**config.mk**
```make
export PLATFORM = sky130hd
export DESIGN_NAME = partial_shuffle_subset_sampler
export DESIGN_NICKNAME = d
export VERILOG_FILES = /design/src/design/psss_pkg.sv /design/src/design/psss_front.sv /design/src/design/psss_queue.sv /design/src/design/psss_mod.sv /design/src/design/psss_back.sv /design/src/design/partial_shuffle_subset_sampler.sv
export SDC_FILE = /design/constraint.sdc
export NUM_CORES = 1
export LEC_CHECK = 0
export BUFFER_PORTS_ARGS = -buffer_cell sky130_fd_sc_hd__buf_4
export CAP_MARGIN = 40
export CORE_ASPECT_RATIO = 0.75
export CORE_MARGIN = 3
export CORE_UTILIZATION = 31
export DETAILED_ROUTE_END_ITERATION = 10
export PLACE_DENSITY = 0.49
export SLEW_MARGIN = 10
export SYNTH_ARGS = -nofsm -noshare
export SYNTH_HDL_FRONTEND = slang
export SYNTH_SLANG_ARGS = --single-unit
```
**constraint.sdc**
```tcl
create_clock -name clk -period 6.5 [get_ports clk]
set_clock_uncertainty 0.05 [all_clocks]
set_input_delay 1.3 -clock clk [delete_from_list [all_inputs] [get_ports clk]]
set_output_delay 1.3 -clock clk [all_outputs]
set_load 0.1 [all_outputs]
```
**src/design/psss_pkg.sv**
```systemverilog
// ----------------------------------------------------------------------------
// psss_pkg
// shared types and constants of the partial shuffle subset sampler
// ----------------------------------------------------------------------------
package psss_pkg;

  localparam int WORD_W      = 32;
  localparam int IDX_W       = 6;
  localparam int POP_W       = 7;
  localparam int SUB_W       = 6;
  localparam int POS_MAX_W   = 10;
  localparam int QUEUE_DEPTH = 2;
  localparam int QPTR_W      = 1;
  localparam int QCNT_W      = 2;

  localparam logic [POP_W-1:0] POP_RESET = 7'd64;
  localparam logic [SUB_W-1:0] SUB_RESET = 6'd1;

  localparam logic STATUS_OK   = 1'b0;
  localparam logic STATUS_IDLE = 1'b1;

  localparam logic REG_POP = 1'b0;
  localparam logic REG_SUB = 1'b1;

  // classified request handed from front to back
  typedef struct packed {
    logic                 idle;
    logic                 start;
    logic [IDX_W-1:0]     skip;
    logic [WORD_W-1:0]    word;
    logic [POS_MAX_W-1:0] pos;
    logic [POS_MAX_W-1:0] rem;
    logic                 swap;
    logic                 last;
  } cmd_t;

  typedef struct packed {
    logic [IDX_W-1:0] idx;
    logic             last;
    logic             status;
  } res_t;

endpackage

```
**src/design/psss_front.sv**
```systemverilog
// ----------------------------------------------------------------------------
// psss_front
// accepts requests, tracks the draw position and classifies each request
// ----------------------------------------------------------------------------
module psss_front #(
  parameter int MAX_POPULATION = 64,
  parameter int RANDOM_BITS    = 32
) (
  input  logic                           clk,
  input  logic                           rst_n,
  input  logic                           in_valid,
  output logic                           in_ready,
  input  logic                           start_req,
  input  logic [psss_pkg::IDX_W-1:0]     excluded_index,
  input  logic [psss_pkg::WORD_W-1:0]    random_word,
  input  logic [psss_pkg::POP_W-1:0]     pop_cfg,
  input  logic [psss_pkg::SUB_W-1:0]     sub_cfg,
  input  logic                           q_full,
  output logic                           q_push,
  output psss_pkg::cmd_t                 q_cmd
);

  localparam int PW = $clog2(MAX_POPULATION);
  localparam int EW = PW + 1;
  localparam int CW = (EW > psss_pkg::POP_W) ? EW : psss_pkg::POP_W;
  localparam int RW = (RANDOM_BITS < psss_pkg::WORD_W) ? RANDOM_BITS : psss_pkg::WORD_W;
  localparam logic [psss_pkg::WORD_W-1:0] WORD_MASK =
    psss_pkg::WORD_W'((64'd1 << RW) - 64'd1);
  localparam logic [CW-1:0] MAX_C = CW'(MAX_POPULATION);

  logic          active_r, active_nxt;
  logic [PW-1:0] step_r, step_nxt;

  logic [CW-1:0] pop_ext, pop_eff, popm1, sub_ext, eff, p_cur, rem;
  logic          accept, active, swap, last;

  assign in_ready = !q_full;
  assign accept   = in_valid && in_ready;
  assign q_push   = accept;

  always_comb begin
    pop_ext = CW'(pop_cfg);
    if (pop_ext < CW'(2)) begin
      pop_eff = CW'(2);
    end else if (pop_ext > MAX_C) begin
      pop_eff = MAX_C;
    end else begin
      pop_eff = pop_ext;
    end
    popm1   = pop_eff - CW'(1);
    sub_ext = CW'(sub_cfg);
    eff     = (sub_ext == '0) ? CW'(1) : sub_ext;
    if (eff > popm1) begin
      eff = popm1;
    end
    active = start_req || active_r;
    p_cur  = start_req ? '0 : CW'(step_r);
    swap   = p_cur < popm1;
    rem    = popm1 - p_cur;
    last   = !swap || ((p_cur + CW'(1)) >= eff);
  end

  always_comb begin
    q_cmd.idle  = !active;
    q_cmd.start = start_req;
    q_cmd.skip  = excluded_index;
    q_cmd.word  = random_word & WORD_MASK;
    q_cmd.pos   = psss_pkg::POS_MAX_W'(p_cur);
    q_cmd.rem   = psss_pkg::POS_MAX_W'(rem);
    q_cmd.swap  = swap;
    q_cmd.last  = last;
  end

  always_comb begin
    active_nxt = active_r;
    step_nxt   = step_r;
    if (accept && active) begin
      if (last) begin
        active_nxt = 1'b0;
        step_nxt   = '0;
      end else begin
        active_nxt = 1'b1;
        step_nxt   = PW'(p_cur + CW'(1));
      end
    end
  end

  always_ff @(posedge clk) begin
    if (!rst_n) begin
      active_r <= 1'b0;
      step_r   <= '0;
    end else begin
      active_r <= active_nxt;
      step_r   <= step_nxt;
    end
  end

endmodule

```
**src/design/psss_queue.sv**
```systemverilog
// ----------------------------------------------------------------------------
// psss_queue
// two-entry queue of classified requests between front and back
// ----------------------------------------------------------------------------
module psss_queue (
  input  logic           clk,
  input  logic           rst_n,
  input  logic           push,
  input  psss_pkg::cmd_t push_cmd,
  output logic           full,
  input  logic           pop,
  output logic           valid,
  output psss_pkg::cmd_t pop_cmd
);

  psss_pkg::cmd_t                    slot_r [psss_pkg::QUEUE_DEPTH];
  logic [psss_pkg::QPTR_W-1:0]       wr_ptr_r, wr_ptr_nxt, rd_ptr_r, rd_ptr_nxt;
  logic [psss_pkg::QCNT_W-1:0]       cnt_r, cnt_nxt;

  assign full    = cnt_r == psss_pkg::QCNT_W'(psss_pkg::QUEUE_DEPTH);
  assign valid   = cnt_r != '0;
  assign pop_cmd = slot_r[rd_ptr_r];

  always_comb begin
    wr_ptr_nxt = push ? wr_ptr_r + 1'b1 : wr_ptr_r;
    rd_ptr_nxt = pop ? rd_ptr_r + 1'b1 : rd_ptr_r;
    cnt_nxt    = cnt_r + psss_pkg::QCNT_W'(push) - psss_pkg::QCNT_W'(pop);
  end

  always_ff @(posedge clk) begin
    if (push) begin
      slot_r[wr_ptr_r] <= push_cmd;
    end
  end

  always_ff @(posedge clk) begin
    if (!rst_n) begin
      wr_ptr_r <= '0;
      rd_ptr_r <= '0;
      cnt_r    <= '0;
    end else begin
      wr_ptr_r <= wr_ptr_nxt;
      rd_ptr_r <= rd_ptr_nxt;
      cnt_r    <= cnt_nxt;
    end
  end

endmodule

```
**src/design/psss_mod.sv**
```systemverilog
// ----------------------------------------------------------------------------
// psss_mod
// bit-serial restoring remainder, one dividend bit per cycle
// ----------------------------------------------------------------------------
module psss_mod #(
  parameter int RW = 32,
  parameter int PW = 6
) (
  input  logic          clk,
  input  logic          rst_n,
  input  logic          start,
  input  logic [RW-1:0] dividend,
  input  logic [PW-1:0] divisor,
  output logic          done,
  output logic [PW-1:0] remainder
);

  localparam int CNT_W = $clog2(RW + 1);

  logic [RW-1:0]    shift_r, shift_nxt;
  logic [PW-1:0]    rem_r, rem_nxt;
  logic [PW-1:0]    div_r, div_nxt;
  logic [CNT_W-1:0] cnt_r, cnt_nxt;
  logic             busy_r, busy_nxt;
  logic             done_r, done_nxt;
  logic [PW:0]      trial, diff;

  assign done      = done_r;
  assign remainder = rem_r;

  always_comb begin
    trial     = {rem_r, shift_r[RW-1]};
    diff      = trial - {1'b0, div_r};
    shift_nxt = shift_r;
    rem_nxt   = rem_r;
    div_nxt   = div_r;
    cnt_nxt   = cnt_r;
    busy_nxt  = busy_r;
    done_nxt  = 1'b0;
    if (start) begin
      shift_nxt = dividend;
      rem_nxt   = '0;
      div_nxt   = divisor;
      cnt_nxt   = CNT_W'(RW);
      busy_nxt  = 1'b1;
    end else if (busy_r) begin
      shift_nxt = shift_r << 1;
      rem_nxt   = (trial >= {1'b0, div_r}) ? diff[PW-1:0] : trial[PW-1:0];
      cnt_nxt   = cnt_r - CNT_W'(1);
      if (cnt_r == CNT_W'(1)) begin
        busy_nxt = 1'b0;
        done_nxt = 1'b1;
      end
    end
  end

  always_ff @(posedge clk) begin
    shift_r <= shift_nxt;
    rem_r   <= rem_nxt;
    div_r   <= div_nxt;
  end

  always_ff @(posedge clk) begin
    if (!rst_n) begin
      cnt_r  <= '0;
      busy_r <= 1'b0;
      done_r <= 1'b0;
    end else begin
      cnt_r  <= cnt_nxt;
      busy_r <= busy_nxt;
      done_r <= done_nxt;
    end
  end

`ifndef ASSERT_OFF
  a_rem_below_div: assert property (@(posedge clk) disable iff (!rst_n)
    done_r |-> (rem_r < div_r))
    else $error("remainder not below divisor");
`endif

endmodule

```
**src/design/psss_back.sv**
```systemverilog
// ----------------------------------------------------------------------------
// psss_back
// runs each request: modulo and table swap where the step swaps, result hand-off
// ----------------------------------------------------------------------------
module psss_back #(
  parameter int MAX_POPULATION = 64,
  parameter int RANDOM_BITS    = 32
) (
  input  logic           clk,
  input  logic           rst_n,
  input  logic           q_valid,
  input  psss_pkg::cmd_t q_cmd,
  output logic           q_pop,
  output logic           res_valid,
  input  logic           res_ready,
  output psss_pkg::res_t res
);

  localparam int PW = $clog2(MAX_POPULATION);
  localparam int EW = PW + 1;
  localparam int CW = (EW > psss_pkg::POP_W) ? EW : psss_pkg::POP_W;
  localparam int RW = (RANDOM_BITS < psss_pkg::WORD_W) ? RANDOM_BITS : psss_pkg::WORD_W;

  typedef enum logic [5:0] {
    S_IDLE = 6'b000001,
    S_DIV  = 6'b000010,
    S_RD   = 6'b000100,
    S_WRP  = 6'b001000,
    S_WRJ  = 6'b010000,
    S_OUT  = 6'b100000
  } state_t;

  state_t                          state_r, state_nxt;
  logic [PW-1:0]                   p_r, p_nxt, j_r, j_nxt;
  logic                            last_r, last_nxt;
  logic [psss_pkg::IDX_W-1:0]      skip_r, skip_nxt;
  logic [MAX_POPULATION-1:0]       valid_r, valid_nxt;
  logic [EW-1:0]                   hold_a_r, hold_a_nxt;
  psss_pkg::res_t                  pend_r, pend_nxt;
  logic                            out_valid_r, out_valid_nxt;
  psss_pkg::res_t                  out_r, out_nxt;

  logic [EW-1:0] mem [MAX_POPULATION];
  logic [EW-1:0] rd_a_r, rd_b_r;
  logic          mem_we;
  logic [PW-1:0] mem_waddr;
  logic [EW-1:0] mem_wdata;

  logic          mod_start, mod_done;
  logic [PW-1:0] mod_rem;

  logic [EW-1:0] va, vb;
  logic [CW-1:0] vb_ext;

  // unwritten entry k stands for member k, or k+1 at and above the skipped one
  function automatic logic [EW-1:0] dflt(input logic [PW-1:0] k,
                                         input logic [psss_pkg::IDX_W-1:0] s);
    logic [CW-1:0] ke, se;
    ke = CW'(k);
    se = CW'(s);
    dflt = (ke < se) ? EW'(ke) : EW'(ke + CW'(1));
  endfunction

  psss_mod #(.RW(RW), .PW(PW)) u_mod (
    .clk      (clk),
    .rst_n    (rst_n),
    .start    (mod_start),
    .dividend (q_cmd.word[RW-1:0]),
    .divisor  (q_cmd.rem[PW-1:0]),
    .done     (mod_done),
    .remainder(mod_rem)
  );

  assign va        = valid_r[p_r] ? rd_a_r : dflt(p_r, skip_r);
  assign vb        = valid_r[j_r] ? rd_b_r : dflt(j_r, skip_r);
  assign vb_ext    = CW'(vb);
  assign res_valid = out_valid_r;
  assign res       = out_r;

  always_comb begin
    state_nxt     = state_r;
    p_nxt         = p_r;
    j_nxt         = j_r;
    last_nxt      = last_r;
    skip_nxt      = skip_r;
    valid_nxt     = valid_r;
    hold_a_nxt    = hold_a_r;
    pend_nxt      = pend_r;
    q_pop         = 1'b0;
    mod_start     = 1'b0;
    mem_we        = 1'b0;
    mem_waddr     = p_r;
    mem_wdata     = vb;
    out_valid_nxt = out_valid_r && !res_ready;
    out_nxt       = out_r;
    case (state_r)
      S_IDLE: begin
        if (q_valid) begin
          q_pop    = 1'b1;
          p_nxt    = q_cmd.pos[PW-1:0];
          j_nxt    = q_cmd.pos[PW-1:0];
          last_nxt = q_cmd.last;
          if (q_cmd.start) begin
            valid_nxt = '0;
            skip_nxt  = q_cmd.skip;
          end
          if (q_cmd.idle) begin
            pend_nxt.idx    = '0;
            pend_nxt.last   = 1'b0;
            pend_nxt.status = psss_pkg::STATUS_IDLE;
            state_nxt       = S_OUT;
          end else if (q_cmd.swap) begin
            mod_start = 1'b1;
            state_nxt = S_DIV;
          end else begin
            // position at or past the last entry of the population: no swap, entry read as is
            state_nxt = S_RD;
          end
        end
      end
      S_DIV: begin
        if (mod_done) begin
          j_nxt     = p_r + mod_rem;
          state_nxt = S_RD;
        end
      end
      S_RD: begin
        state_nxt = S_WRP;
      end
      S_WRP: begin
        mem_we          = 1'b1;
        mem_waddr       = p_r;
        mem_wdata       = vb;
        valid_nxt[p_r]  = 1'b1;
        hold_a_nxt      = va;
        pend_nxt.idx    = vb_ext[psss_pkg::IDX_W-1:0];
        pend_nxt.last   = last_r;
        pend_nxt.status = psss_pkg::STATUS_OK;
        state_nxt       = S_WRJ;
      end
      S_WRJ: begin
        mem_we         = 1'b1;
        mem_waddr      = j_r;
        mem_wdata      = hold_a_r;
        valid_nxt[j_r] = 1'b1;
        state_nxt      = S_OUT;
      end
      S_OUT: begin
        if (!out_valid_r || res_ready) begin
          out_valid_nxt = 1'b1;
          out_nxt       = pend_r;
          state_nxt     = S_IDLE;
        end
      end
      default: begin
        state_nxt = S_IDLE;
      end
    endcase
  end

  always_ff @(posedge clk) begin
    if (mem_we) begin
      mem[mem_waddr] <= mem_wdata;
    end
    if (state_r == S_RD) begin
      rd_a_r <= mem[p_r];
      rd_b_r <= mem[j_r];
    end
  end

  always_ff @(posedge clk) begin
    p_r      <= p_nxt;
    j_r      <= j_nxt;
    last_r   <= last_nxt;
    skip_r   <= skip_nxt;
    hold_a_r <= hold_a_nxt;
    pend_r   <= pend_nxt;
    out_r    <= out_nxt;
  end

  always_ff @(posedge clk) begin
    if (!rst_n) begin
      state_r     <= S_IDLE;
      valid_r     <= '0;
      out_valid_r <= 1'b0;
    end else begin
      state_r     <= state_nxt;
      valid_r     <= valid_nxt;
      out_valid_r <= out_valid_nxt;
    end
  end

`ifndef ASSERT_OFF
  a_swap_order: assert property (@(posedge clk) disable iff (!rst_n)
    (state_r == S_WRJ) |-> (j_r >= p_r))
    else $error("swap partner below step position");

  a_pos_marked: assert property (@(posedge clk) disable iff (!rst_n)
    (state_r == S_WRP) |=> valid_r[p_r])
    else $error("written position not marked valid");
`endif

endmodule

```
**src/design/partial_shuffle_subset_sampler.sv**
```systemverilog
// ----------------------------------------------------------------------------
// partial_shuffle_subset_sampler
// flow: an accepted request waits in the queue, then the back end runs the
//   modulo (swap only), reads the table, writes both entries and registers the result
// throughput: the back end finishes one request before it takes the next, held
//   up by the bit-serial modulo unit and the single write port of the index table;
//   idle requests skip the modulo and the table, steps without swap the modulo
// reset: synchronous active-low rst_n clears control state, no draw active,
//   registers back to population 64 and subset 1; no clearing pass is needed
// ----------------------------------------------------------------------------
module partial_shuffle_subset_sampler #(
  parameter int MAX_POPULATION = 64,
  parameter int RANDOM_BITS    = 32
) (
  input  logic        clk,
  input  logic        rst_n,
  // request channel
  input  logic        in_tvalid,
  output logic        in_tready,
  input  logic [39:0] in_tdata,   // excluded_index[5:0], random_word[37:6], zero pad
  input  logic [0:0]  in_tuser,   // start_req
  // result channel
  output logic        out_tvalid,
  input  logic        out_tready,
  output logic [7:0]  out_tdata,  // chosen_index[5:0], zero pad
  output logic        out_tlast,  // last
  output logic [0:0]  out_tuser,  // status
  // register port
  input  logic        cfg_psel,
  input  logic        cfg_penable,
  input  logic        cfg_pwrite,
  input  logic [2:0]  cfg_paddr,
  input  logic [31:0] cfg_pwdata,
  output logic [31:0] cfg_prdata,
  output logic        cfg_pready
);

  // registers
  logic [psss_pkg::POP_W-1:0] pop_r, pop_nxt;
  logic [psss_pkg::SUB_W-1:0] sub_r, sub_nxt;
  logic                       cfg_wr;

  // front to queue to back
  logic           q_push, q_full, q_valid, q_pop;
  psss_pkg::cmd_t push_cmd, pop_cmd;
  psss_pkg::res_t res;

  assign cfg_pready = 1'b1;
  assign cfg_wr     = cfg_psel && cfg_penable && cfg_pwrite && cfg_pready;

  // register index is the word address bit
  always_comb begin
    pop_nxt = pop_r;
    sub_nxt = sub_r;
    if (cfg_wr) begin
      case (cfg_paddr[2])
        psss_pkg::REG_POP: pop_nxt = cfg_pwdata[psss_pkg::POP_W-1:0];
        psss_pkg::REG_SUB: sub_nxt = cfg_pwdata[psss_pkg::SUB_W-1:0];
        default: ;
      endcase
    end
  end

  always_comb begin
    case (cfg_paddr[2])
      psss_pkg::REG_POP: cfg_prdata = 32'(pop_r);
      psss_pkg::REG_SUB: cfg_prdata = 32'(sub_r);
      default:           cfg_prdata = '0;
    endcase
  end

  always_ff @(posedge clk) begin
    if (!rst_n) begin
      pop_r <= psss_pkg::POP_RESET;
      sub_r <= psss_pkg::SUB_RESET;
    end else begin
      pop_r <= pop_nxt;
      sub_r <= sub_nxt;
    end
  end

  // front: accepts requests, saturates the counts and tracks the step position
  psss_front #(
    .MAX_POPULATION(MAX_POPULATION),
    .RANDOM_BITS   (RANDOM_BITS)
  ) u_front (
    .clk           (clk),
    .rst_n         (rst_n),
    .in_valid      (in_tvalid),
    .in_ready      (in_tready),
    .start_req     (in_tuser[0]),
    .excluded_index(in_tdata[5:0]),
    .random_word   (in_tdata[37:6]),
    .pop_cfg       (pop_r),
    .sub_cfg       (sub_r),
    .q_full        (q_full),
    .q_push        (q_push),
    .q_cmd         (push_cmd)
  );

  // short queue lets the front keep taking requests while the back works
  psss_queue u_queue (
    .clk     (clk),
    .rst_n   (rst_n),
    .push    (q_push),
    .push_cmd(push_cmd),
    .full    (q_full),
    .pop     (q_pop),
    .valid   (q_valid),
    .pop_cmd (pop_cmd)
  );

  // back: modulo, swap in the index table, registered result
  psss_back #(
    .MAX_POPULATION(MAX_POPULATION),
    .RANDOM_BITS   (RANDOM_BITS)
  ) u_back (
    .clk      (clk),
    .rst_n    (rst_n),
    .q_valid  (q_valid),
    .q_cmd    (pop_cmd),
    .q_pop    (q_pop),
    .res_valid(out_tvalid),
    .res_ready(out_tready),
    .res      (res)
  );

  assign out_tdata = {2'b00, res.idx};
  assign out_tlast = res.last;
  assign out_tuser = res.status;

endmodule

```
==> flow_summary.json <==
{
  "ant_nets": 0,
  "antenna_found_initial": 2,
  "reg2reg_from": "pop_r[2]$_SDFFE_PN0P_",
  "timing.max_cap.violations": 0,
  "leakage_nw": 12.9,
  "ys_seq_area_share_pct": 60.2,
  "synth_top_area_share_pct": 53.5,
  "clk_latency_ps": 650,
  "worst_pin_slew_ps": 960,
  "hold_path.class": "register to register",
  "hp-start": "u_back.pend_r[0]$_DFFE_PP_",
  "rr_worst_depth": 24,
  "setup_viol": 0,
  "die_w_um": 381,
  "endpoint_kind": "register",
  "io_pins": 128,
  "start_kind": "register",
  "crit_required_ps": 7010,
  "synth_area_leaders": "edfxtp_1 (53%), dfxtp_1 (6.7%), mux4_2 (4.5%)",
  "wirelength_met1_um": 49800,
  "yosys.area_share.simple_pct": 7.82,
  "wl_per_cell_um": 28.1,
  "hpwl_um": 75600,
  "hold_viol": 0,
  "post_cts_resized": 0,
  "grt_pass1_wl_um": 163000,
  "start_util_pct": 31.5,
  "synth-xor-area-share_pct": 0.910,
  "numCtsBuffers": 75,
  "dieArea_sq_um": 110000,
  "crit_slowest_cell": "nor4_1",
  "ys.flop_type": "edfxtp_1",
  "fillCellCount": 10000,
  "crit_arrival_ps": 5550,
  "die_h_um": 287,
  "syn_to_final_growth_pct": 14.9,
  "clk_pin_slew_ps": 60,
  "min_period_ps": 5040,
  "portBuffers": 70,
  "cp_slowest_stage_delay_ps": 610,
  "max_freq_ghz": 0.198,
  "slew_headroom_pct": 35.7,
  "synth_top_cell_by_area": "edfxtp_1",
  "ys_warn_count": 0,
  "fin_crit_sh_pct": 77.5,
  "critPathMaxFanout": 9,
  "firstDrtPassIters": 8,
  "synth_top_family_by_area": "multiplexers",
  "route.met3.wl_um": 13900,
  "r2r-end": "u_front.step_r[4]$_SDFFE_PN0P_",
  "multiInputGateArea_sq_um": 12100,
  "vias": 23200,
  "ir_worst_vdd_mv": 0.494,
  "synth_adder_area_share_pct": 2.02,
  "grt_max_degree": 80,
  "syn_inst": 2520,
  "synth_area_sq_um": 32700,
  "gr-total-overflow": 0,
  "root_buffer": "clkbuf_16",
  "ys_types": 73,
  "ys_seq_elements": 693,
  "totalPowerFinal_mw": 18.7,
  "grt_setup_unrepaired": "false",
  "critPathKind": "register to register",
  "rows": 102,
  "nets": 2727,
  "async_flop_share_pct": 0,
  "final.setup.tns_ps": 0,
  "routed_wl_um": 114000,
  "crit_buf_inv": 3,
  "drtIter0Drc": 3038,
  "synth_edf_count": 583,
  "reg2reg_slack_ps": 1460,
  "post_cts.repair.setup_buffers": 0,
  "postSynthAreaPerCell_sq_um": 13.0,
  "htreeDepth": 3,
  "layout-drive-gt1-share_pct": 18.9,
  "min_path_cells": 0,
  "first_global_vias": 22500,
  "final_common_cell": "edfxtp_1",
  "core-area_sq_um": 104000,
  "route.met2.wl_um": 47500,
  "gp_congestion": 0.927,
  "top_layer_used": "met5",
  "finalMaxSlewViolations": 0,
  "hold-path-endpoint": "u_back.res[0]$_DFFE_PP_",
  "synth-compound-area-share_pct": 12.6,
  "status": "finished, final reports clean",
  "drc": 0,
  "clockBufferDepth": 3,
  "power_density_nw_per_um2": 496,
  "synthMuxAreaShare_pct": 13.0,
  "cts_tree": "built",
  "seq_area_sq_um": 19700,
  "via_per_inst": 5.71,
  "hold_buffers": 0,
  "cts_sinks": 693,
  "final_cell_mix": "edfxtp_1 (583), nor2_1 (263), a21oi_1 (151)",
  "grt_usage_pct": 20.3,
  "path_cells": "nor4_1 > nor2b_1 > nor3b_1 > inv_1 > ha_1 > o21ai_0 > nand2_1 > inv_1 > ha_1 > a21o_1 > a21oi_1 > o21ai_0 > o211ai_1 > nor2_1 > a21oi_1 > ha_1 > nand2b_1 > a21o_1 > a21o_1 > a21oi_1 > nor2_1 > nor4_1 > clkbuf_2 > a22o_1",
  "cp_top_family": "compound AO/OA/AOI/OAI gates"
}
## area by class of cell
type / instances / area share, %
well taps: 1404 / 4.67
inverters: 50 / 0.499
repair buffers: 158 / 3.42
flip-flops and latches: 693 / 52.4
multi-input cells: 1615 / 32.2
diodes: 1 / 0.00665
clock inverters: 48 / 1.42
clock buffers: 92 / 5.33
## cells by family after synthesis
logic type                 count (synthesis)
and+or+nand+nor                          571
other                                      2
DFF                                      693
buffers and inverters                    239
AOI/OAI and AO/OA                        602
xor gates and xnor gates                  34
adders and majority gates                 51
muxes                                    328
## layer usage
| metal | vias to the layer above | global-route usage [%] |
|---|---|---|
| met5 | - | 0 |
| met4 | 2 | 5.79 |
| met3 | 224 | 7.00 |
| met2 | 1341 | 28.8 |
| met1 | 11700 | 29.2 |
| li1 | 9881 | - |
## worst max path at each step
stage / startpoint / endpoint / slack, ps / depth (start not counted)
finish: pop_r[2]$_SDFFE_PN0P_ / u_front.step_r[4]$_SDFFE_PN0P_ / 1460 / 24
global route: pop_r[2]$_SDFFE_PN0P_ / u_front.step_r[5]$_SDFFE_PN0P_ / 870 / 22
CTS: pop_r[2]$_SDFFE_PN0P_ / u_front.step_r[4]$_SDFFE_PN0P_ / 1020 / 21
detailed placement: pop_r[2]$_SDFFE_PN0P_ / u_front.step_r[4]$_SDFFE_PN0P_ / 1030 / 21
global placement: pop_r[2]$_SDFFE_PN0P_ / u_front.step_r[4]$_SDFFE_PN0P_ / 1120 / 23
floorplan: u_back.j_r[1]$_DFFE_PP_ / u_back.mem[0][0]$_DFFE_PP_ / 1970 / 8
## state kept, by name, summed over array words and instances, names as in the netlist, 2 cells and up, named ones only
signal and count:
u_back.u_mod.cnt_r 6, u_queue.cnt_r 2, u_back.skip_r 6, u_back.pend_r 8, u_back.state_r 6, u_back.rd_b_r 6, u_back.hold_a_r 6, u_front.step_r 6
pop_r 7, u_queue.slot_r 108, u_back.res 8, u_back.valid_r 64, u_back.u_mod.div_r 6, u_back.u_mod.shift_r 32, u_back.j_r 6, u_back.rd_a_r 6
u_back.u_mod.remainder 6, u_back.mem 384, sub_r 6, u_back.p_r 6
## worst reg2reg max path, delay by kind of cell, from the launching register on
kind                     cells  cell delay (ps)
buffers and inverters        3              460
adder cells (fa/ha/maj)      3              800
AND/OR/NAND/NOR              8             1600
flip-flops                   1              380
AO/OA/AOI/OAI               10             1710
## cells in the mapped netlist, types with 13 or more instances
cell type  instances
o22a_1            14
xnor2_1           22
mux2_2           129
inv_1             47
nor2b_1           37
nand3_1           27
o22ai_1           50
nand2b_1          14
nand2_1          146
clkbuf_1          86
nor3_1            13
edfxtp_1         583
a22oi_1           49
mux4_2            66
buf_2             58
a221oi_1         126
a21oi_1          153
buf_4             35
a221o_1           13
ha_1              48
nor2_1           267
mux2i_1          132
o21ai_0           84
dfxtp_1          110
a21o_1            16
a22o_1            20
## through the flow
| stage | utilization (%) | setup WS [ps] | cells | area, sq um | hold slack, ps |
|---|---|---|---|---|---|
| after floorplan | - | 1970 | 2547 | 32800 | 350 |
| after global placement | 33.5 | 1120 | 3901 | 34900 | 358 |
| after detailed placement | 33.7 | 1030 | 3917 | 35000 | 363 |
| after CTS | 36.1 | 1020 | 4057 | 37600 | 370 |
| after global routing | 36.2 | 869 | 4060 | 37600 | 373 |
| final | 36.2 | 1460 | 4061 | 37600 | 369 |
## power breakdown
group          internal [mW]  total, mW  switching [mW]
Sequential              6.14       6.40           0.252
Combinational           2.32       7.81            5.49
Clock                   2.61       4.46            1.85
Total                   11.1       18.7            7.59
No activity file was read; power rests on OpenSTA's default activity.
